<file path="config.mk">
export PLATFORM = sky130hd
export DESIGN_NAME = integrating_debouncer_bank_top
export DESIGN_NICKNAME = d
export VERILOG_FILES = /design/src/rtl/idb_pkg.sv /design/src/rtl/idb_lane.sv /design/src/rtl/idb_merge.sv /design/src/rtl/integrating_debouncer_bank_top.sv
export SDC_FILE = /design/constraint.sdc
export NUM_CORES = 1
export LEC_CHECK = 0
export ABC_AREA = 1
export BUFFER_PORTS_ARGS = -buffer_cell sky130_fd_sc_hd__buf_4
export CORE_MARGIN = 4
export CORE_UTILIZATION = 35
export CTS_CLUSTER_DIAMETER = 80
export CTS_CLUSTER_SIZE = 25
export DETAILED_ROUTE_END_ITERATION = 6
export PLACE_DENSITY = 0.47
export SYNTH_ARGS = -nofsm -noshare
export SYNTH_HDL_FRONTEND = slang
export SYNTH_SLANG_ARGS = --single-unit
</file>
<file path="constraint.sdc">
create_clock -name clk -period 5.9 [get_ports clk]
set_input_delay 1.18 -clock clk [delete_from_list [all_inputs] [get_ports clk]]
set_output_delay 1.18 -clock clk [all_outputs]
set_load 0.05 [all_outputs]
</file>
<file path="src/rtl/idb_pkg.sv">
// ----------------------------------------------------------------------------
// Debouncer bank package
// Shared types and constants for the integrating debouncer bank.
// ----------------------------------------------------------------------------
package idb_pkg;

    // Bank geometry and field widths
    localparam int MAX_CHANNELS = 15;
    localparam int OP_W         = 2;
    localparam int CH_IDX_W     = 4;
    localparam int THRESH_W     = 8;

    localparam logic [THRESH_W-1:0] THRESH_RESET = 8'd20;

    // Operation codes
    localparam logic [OP_W-1:0] OP_TICK = 2'd0;
    localparam logic [OP_W-1:0] OP_READ = 2'd1;
    localparam logic [OP_W-1:0] OP_LOAD = 2'd2;

    // Input word
    typedef struct packed {
        logic [OP_W-1:0]         operation;
        logic [MAX_CHANNELS-1:0] raw_levels;
        logic [CH_IDX_W-1:0]     channel;
    } in_word_t;

    // Output word
    typedef struct packed {
        logic [MAX_CHANNELS-1:0] stable_levels;
        logic [MAX_CHANNELS-1:0] pending_events;
        logic                    read_level;
        logic                    read_event;
    } out_word_t;

    // Controls shared by every lane for one accepted word
    typedef struct packed {
        logic tick;
        logic load;
    } lane_ctrl_t;

endpackage

</file>
<file path="src/rtl/idb_lane.sv">
// ----------------------------------------------------------------------------
// Debouncer lane
// One channel: integrating counter, debounced level and sticky event flag.
// ----------------------------------------------------------------------------
module idb_lane
(
    input  logic                          clk,
    input  logic                          rst_n,
    input  idb_pkg::lane_ctrl_t           ctrl,
    input  logic                          read_clr,
    input  logic                          raw_bit,
    input  logic [idb_pkg::THRESH_W-1:0]  threshold,
    output logic                          level,
    output logic                          event_flag,
    output logic                          level_next,
    output logic                          event_next
);
    import idb_pkg::*;

    logic [THRESH_W-1:0] count_reg;
    logic [THRESH_W-1:0] count_next;
    logic [THRESH_W-1:0] count_up;
    logic                level_reg;
    logic                event_reg;

    // Saturating up count toward the threshold
    assign count_up = (count_reg < threshold) ? count_reg + 1'b1 : count_reg;

    // Next-state logic for tick, load and read-clear
    always_comb
    begin
        count_next = count_reg;
        level_next = level_reg;
        event_next = event_reg;
        if (ctrl.load)
        begin
            count_next = '0;
            level_next = raw_bit;
            event_next = 1'b0;
        end
        else if (ctrl.tick)
        begin
            if (raw_bit == level_reg)
            begin
                if (count_reg != '0)
                    count_next = count_reg - 1'b1;
            end
            else if (count_up >= threshold)
            begin
                // Settled: take the new level, rising edge raises the flag
                count_next = '0;
                level_next = raw_bit;
                event_next = event_reg | raw_bit;
            end
            else
            begin
                count_next = count_up;
            end
        end
        else if (read_clr)
        begin
            event_next = 1'b0;
        end
    end

    // Lane state
    always_ff @(posedge clk or negedge rst_n)
    begin
        if (!rst_n)
        begin
            count_reg <= '0;
            level_reg <= 1'b0;
            event_reg <= 1'b0;
        end
        else
        begin
            count_reg <= count_next;
            level_reg <= level_next;
            event_reg <= event_next;
        end
    end

    assign level      = level_reg;
    assign event_flag = event_reg;

endmodule

</file>
<file path="src/rtl/idb_merge.sv">
// ----------------------------------------------------------------------------
// Debouncer result merge
// Gathers lane results into one word and holds it in the output register.
// ----------------------------------------------------------------------------
module idb_merge
(
    input  logic                               clk,
    input  logic                               rst_n,
    input  logic                               capture,
    input  logic                               is_read,
    input  logic [idb_pkg::MAX_CHANNELS-1:0]   read_hit,
    input  logic [idb_pkg::MAX_CHANNELS-1:0]   cur_levels,
    input  logic [idb_pkg::MAX_CHANNELS-1:0]   cur_events,
    input  logic [idb_pkg::MAX_CHANNELS-1:0]   next_levels,
    input  logic [idb_pkg::MAX_CHANNELS-1:0]   next_events,
    output logic                               in_ready,
    output logic                               out_valid,
    input  logic                               out_ready,
    output idb_pkg::out_word_t                 out_word
);
    import idb_pkg::*;

    out_word_t out_word_reg;
    out_word_t out_word_next;
    logic      out_valid_reg;

    // New word may enter when the output slot is empty or being drained
    assign in_ready = !out_valid_reg || out_ready;

    // Assemble result word; read picks the addressed lane's pre-clear state
    always_comb
    begin
        out_word_next.stable_levels  = next_levels;
        out_word_next.pending_events = next_events;
        out_word_next.read_level     = is_read && |(cur_levels & read_hit);
        out_word_next.read_event     = is_read && |(cur_events & read_hit);
    end

    // Output valid flag
    always_ff @(posedge clk or negedge rst_n)
    begin
        if (!rst_n)
            out_valid_reg <= 1'b0;
        else if (capture)
            out_valid_reg <= 1'b1;
        else if (out_ready)
            out_valid_reg <= 1'b0;
    end

    // Output payload
    always_ff @(posedge clk)
    begin
        if (capture)
            out_word_reg <= out_word_next;
    end

    assign out_valid = out_valid_reg;
    assign out_word  = out_word_reg;

endmodule

</file>
<file path="src/rtl/integrating_debouncer_bank_top.sv">
// A result word appears in the cycle after its input word is taken.
// One word per cycle while in_ready is high; every channel lane updates in the same cycle.
// in_ready drops only while the output register is full and out_ready is low.
// Reset: asynchronous, active low; levels, counters and flags clear to zero,
// the settle threshold returns to 20 and the output register is emptied.
// ----------------------------------------------------------------------------
// Integrating debouncer bank
// Switch and button channels debounced by parallel up/down counter lanes.
// ----------------------------------------------------------------------------
module integrating_debouncer_bank_top
#(
    parameter int SWITCH_COUNT = 12,
    parameter int BUTTON_COUNT = 3
)
(
    input  logic                              clk,
    input  logic                              rst_n,
    input  logic                              cfg_write_en,
    input  logic [idb_pkg::THRESH_W-1:0]      cfg_write_data,
    input  logic                              in_valid,
    output logic                              in_ready,
    input  idb_pkg::in_word_t                 in_word,
    output logic                              out_valid,
    input  logic                              out_ready,
    output idb_pkg::out_word_t                out_word
);
    import idb_pkg::*;

    localparam int BANK_SIZE = ((SWITCH_COUNT + BUTTON_COUNT) > MAX_CHANNELS) ?
                               MAX_CHANNELS : (SWITCH_COUNT + BUTTON_COUNT);
    localparam logic [MAX_CHANNELS-1:0] BANK_MASK =
        MAX_CHANNELS'((32'd1 << BANK_SIZE) - 32'd1);

    logic [THRESH_W-1:0]     threshold_reg;
    logic                    in_accept;
    lane_ctrl_t              lane_ctrl;
    logic                    read_op;
    logic [MAX_CHANNELS-1:0] read_hit;
    logic [MAX_CHANNELS-1:0] cur_levels;
    logic [MAX_CHANNELS-1:0] cur_events;
    logic [MAX_CHANNELS-1:0] next_levels;
    logic [MAX_CHANNELS-1:0] next_events;

    // Settle threshold register
    always_ff @(posedge clk or negedge rst_n)
    begin
        if (!rst_n)
            threshold_reg <= THRESH_RESET;
        else if (cfg_write_en)
            threshold_reg <= cfg_write_data;
    end

    assign in_accept = in_valid && in_ready;

    // Operation decode
    always_comb
    begin
        lane_ctrl = '0;
        read_op   = 1'b0;
        unique case (in_word.operation)
            OP_TICK: lane_ctrl.tick = in_accept;
            OP_READ: read_op        = in_accept;
            OP_LOAD: lane_ctrl.load = in_accept;
            default: ;
        endcase
    end

    // Channel lanes; positions past the bank hold zero
    for (genvar i = 0; i < MAX_CHANNELS; i++)
    begin : g_lane
        if (i < BANK_SIZE)
        begin : g_used
            assign read_hit[i] = (in_word.channel == CH_IDX_W'(i));

            idb_lane u_lane
            (
                .clk        (clk),
                .rst_n      (rst_n),
                .ctrl       (lane_ctrl),
                .read_clr   (read_op && read_hit[i]),
                .raw_bit    (in_word.raw_levels[i]),
                .threshold  (threshold_reg),
                .level      (cur_levels[i]),
                .event_flag (cur_events[i]),
                .level_next (next_levels[i]),
                .event_next (next_events[i])
            );
        end
        else
        begin : g_unused
            assign read_hit[i]    = 1'b0;
            assign cur_levels[i]  = 1'b0;
            assign cur_events[i]  = 1'b0;
            assign next_levels[i] = 1'b0;
            assign next_events[i] = 1'b0;
        end
    end

    // Merge lanes into the result word
    idb_merge u_merge
    (
        .clk         (clk),
        .rst_n       (rst_n),
        .capture     (in_accept),
        .is_read     (read_op),
        .read_hit    (read_hit),
        .cur_levels  (cur_levels),
        .cur_events  (cur_events),
        .next_levels (next_levels),
        .next_events (next_events),
        .in_ready    (in_ready),
        .out_valid   (out_valid),
        .out_ready   (out_ready),
        .out_word    (out_word)
    );

`ifndef SYNTHESIS
    // Every accepted word yields a result in the following cycle
    a_result_follows: assert property (@(posedge clk) disable iff (!rst_n)
        in_accept |=> out_valid)
        else $error("no result after accepted word");

    // A load leaves no pending events
    a_load_clears: assert property (@(posedge clk) disable iff (!rst_n)
        (in_accept && in_word.operation == OP_LOAD) |=> (out_word.pending_events == '0))
        else $error("events remain after load");

    // Reads past the bank return zeros
    a_read_range: assert property (@(posedge clk) disable iff (!rst_n)
        (in_accept && in_word.operation == OP_READ && in_word.channel >= CH_IDX_W'(BANK_SIZE))
        |=> (!out_word.read_level && !out_word.read_event))
        else $error("out-of-range read returned data");

    // Positions past the bank never show a level or event
    a_bank_mask: assert property (@(posedge clk) disable iff (!rst_n)
        out_valid |-> (((out_word.stable_levels | out_word.pending_events) & ~BANK_MASK) == '0))
        else $error("level or event outside the bank");
`endif

endmodule
</file>
==> results.sh <==
export IMPL_status="completed"
export IMPL_drtIter0Drc=1351
export IMPL_tightest_slew_ns=1.070
export IMPL_syn_area_per_cell_um2=6.434
export IMPL_p_leak_nw=12.74
export IMPL_ios=68
export IMPL_combPwrFrac_pct=70.4
export IMPL_worst_endpoint_arrival_ns=4.48
export IMPL_diodes=0
export IMPL_busiest_layer="met2"
export IMPL_overflow=0
export IMPL_drt_pass1_iter_count=7
export IMPL_gr_usage_met2_pct=35.09
export IMPL_synth_main_ff_cell="dfrtp_1"
export IMPL_post_route_util_pct=38.57
export IMPL_setup_viol=0
export IMPL_cts_root_buf="clkbuf_16"
export IMPL_area_growth_pct=8.439
export IMPL_die_x_um=253.6
export IMPL_regArea_um2=4943
export IMPL_worst_path_most_repeated_cell="nand2_1"
export IMPL_drc=0
export IMPL_slew_headroom_pct=28.41
export IMPL_netlist_area_um2=21110
export IMPL_r2r_slack_ns=1.87
export IMPL_p_clk_share_pct=9.5
export IMPL_clkSlewWorstSetupHoldPaths_ns=0.09
export IMPL_cts_buffers=17
export IMPL_slowest_delay_ns=0.67
export IMPL_synth_edff_count=32
export IMPL_core_um2=59350
export IMPL_largest_reg_flops=120
export IMPL_grt_max_degree=67
export IMPL_async_flop_share_pct=83.25
export IMPL_grt_pass1_wl_um=108600
export IMPL_grt_met3_usage_pct=3.234
export IMPL_design_die_area_um2=64310
export IMPL_cts_hold_buffers=0
export IMPL_dp_hpwl_um=49120
export IMPL_multi_input_area_um2=14210
export IMPL_cp_required_ns=6.35
export IMPL_port_buffers=67
export IMPL_p_int_mw=5.591
export IMPL_min_period_over_period_pct=68.33
export IMPL_path_max_fanout=26
export IMPL_post_cts_resized=0
export IMPL_grt_pass1_vias=20260
export IMPL_postPlaceCellArea_um2=22300
export IMPL_cts_tree="done"
export IMPL_final_cells=4098
export IMPL_drive_gt1_share_pct=5.564
export IMPL_hold_path_class="reg2reg"
export IMPL_clk_path_buf_depth=2
export IMPL_synth_cells=3281
export IMPL_worstSetupEndpointType="flop"
export IMPL_die_y_um=253.6
export IMPL_clkLatencyLatePin_ns=0.52
export IMPL_clock_sinks=191
export IMPL_ir_worst_vdd_mv=0.2623
export IMPL_grt_use_total_pct=21.10
export IMPL_totalWireLength_um=67800
export IMPL_antenna_found_initial=0
export IMPL_dp_cells=4066
export IMPL_p_switching_mw=7.465
export IMPL_slew_violations=0
export IMPL_cp_cell_sequence="inv_2 -> buf_4 -> ha_1 -> nand2_1 -> nand2_1 -> nand2_1 -> nand2_1 -> nand2_1 -> nand2_1 -> nand2_1 -> nand2_1 -> inv_1 -> ha_1 -> nand2_1 -> inv_1 -> nand2_1 -> nand2_1 -> nand2_1 -> nand2_1 -> nor2_1 -> nand3_1 -> nand2_1 -> nand2_1 -> nand2_1"
export IMPL_p_seq_share_pct=20.1
export IMPL_critPathSlowestCell="inv_2"
export IMPL_wl_per_cell_um=16.54
export IMPL_drv_cap=0
export IMPL_nFillCells=6403
export IMPL_syn_nets=3585
export IMPL_crit_family="simple AND/OR/NAND/NOR gates"
export IMPL_final_nets=3616
export IMPL_final_area_um2=22890
export IMPL_vias=21110
export IMPL_powerDensity_nw_per_um2=570.3
export IMPL_fin_hold_ws_ns=0.5577
export IMPL_ys_seq_area_share_pct=23.41
export IMPL_finalHoldViolCount=0
export IMPL_path_buf_inv=4
export IMPL_yosys_register_bits=191
export IMPL_gp_congestion=0.8894
export IMPL_start_util_pct=35.57
export IMPL_yosys_warnings=0
export IMPL_grt_util_met1_pct=28.81
export IMPL_rows=89
export IMPL_htree_levels=4
export IMPL_post_cts_setup_buffers=0
export IMPL_ys_types=49
export IMPL_min_period_ns=4.031
export IMPL_vias_per_cell=5.150
export IMPL_worstSetupPathType="reg2reg"
export IMPL_rsz0062_at_grt="false"
export IMPL_max_freq_mhz=248.1
export IMPL_ant_nets=0
export IMPL_critPathLaunchType="flop"
export IMPL_tns_ns=0
export IMPL_p_sw_share_pct=57.18
export IMPL_fin_skew_ns=0.01591
cells in the final DEF (no fill, tap or decap), types with 31 or more instances in the layout:
cell type  count
nand2_1     1121
inv_1        392
nand3_1      362
ha_1         270
a21oi_1      203
nor2_1       199
dfrtp_1      156
o21ai_0       99
buf_4         77
xor2_1        60
nand4_1       48
nor3_1        42
and2_1        35
edfxtp_1      32
a31oi_1       31
power groups by stage:
stage               Combinational, mW  Clock [mW]  Sequential [mW]
finish                           9.19        1.25             2.62
global placement                 8.99           0             2.64
global route                     10.7        1.34             2.71
detailed placement               9.12           0             2.63
floorplan                        7.19           0             2.33
CTS                              9.18        1.31             2.61
worst reg2reg max path: cells and delay by family (launching register included):
kind                     cells  cell delay, ns
flip-flops                   1            0.38
AND/OR/NAND/NOR             18            2.04
buffers and inverters        4            1.07
adder cells (fa/ha/maj)      2            0.46
Yosys cell counts, types with 31 or more instances:
cell / count / share of area [%]
buf_2: 32 / 0.76
nand2_1: 1121 / 20
nand4_1: 48 / 1.4
inv_1: 400 / 7.1
a31oi_1: 31 / 0.92
xor2_1: 60 / 2.5
nor2_1: 199 / 3.5
dfrtp_1: 157 / 19
nor3_1: 42 / 1.0
o21ai_0: 99 / 2.3
ha_1: 270 / 16
nand3_1: 362 / 8.6
a21oi_1: 203 / 4.8
edfxtp_1: 32 / 4.6
and2_1: 35 / 1.0
final timing paths:
kind	from	end	cells past startpoint
setup / recovery	threshold_reg[1]	g_lane[14].g_used.u_lane.count_reg[5]	24
hold / removal	g_lane[7].g_used.u_lane.count_reg[1]	g_lane[7].g_used.u_lane.count_reg[1]	2
setup reg to reg	threshold_reg[1]	g_lane[14].g_used.u_lane.count_reg[5]	24
hold reg to reg	g_lane[7].g_used.u_lane.count_reg[1]	g_lane[7].g_used.u_lane.count_reg[1]	2
max in group asynchronous	rst_n	g_lane[7].g_used.u_lane.count_reg[0]	2
min in group asynchronous	rst_n	g_lane[4].g_used.u_lane.count_reg[7]	1
cell families after synthesis:
family / after synthesis / share of synthesized area [%]
AO/OA/AOI/OAI: 394 / 10.19
XOR/XNOR: 83 / 3.710
adder cells (fa/ha/maj): 270 / 16.00
buffers and inverters: 489 / 9.281
flip-flops: 191 / 23.41
multiplexers: 1 / 0.05334
AND/OR/NAND/NOR: 1853 / 37.35
metrics by stage:
| stage | power [mW] | worst slack [ns] |
|---|---|---|
| 6_report | 13.06 | 1.869 |
| 5_1_grt | 14.73 | 1.441 |
| 4_1_cts | 13.10 | 1.815 |
| 3_5_place_dp | 11.75 | 1.853 |
| 3_3_place_gp | 11.63 | 1.900 |
| 2_1_floorplan | 9.520 | 2.481 |
metal layers:
layer	up-vias	routed length [um]
met2	413	31170
met1	9874	32940
li1	10760	-
met5	-	0
met3	56	2535
met4	0	1145
final cells by class:
| type | count | area share (%) |
|---|---|---|
| clock buffer | 17 | 1.858 |
| clock inverter | 15 | 0.7214 |
| inverter | 423 | 6.947 |
| multi-input combinational | 2601 | 62.07 |
| sequential | 191 | 21.59 |
| tap | 773 | 4.225 |
| timing repair buffer | 78 | 2.585 |
(Power assumes the default switching activity.)
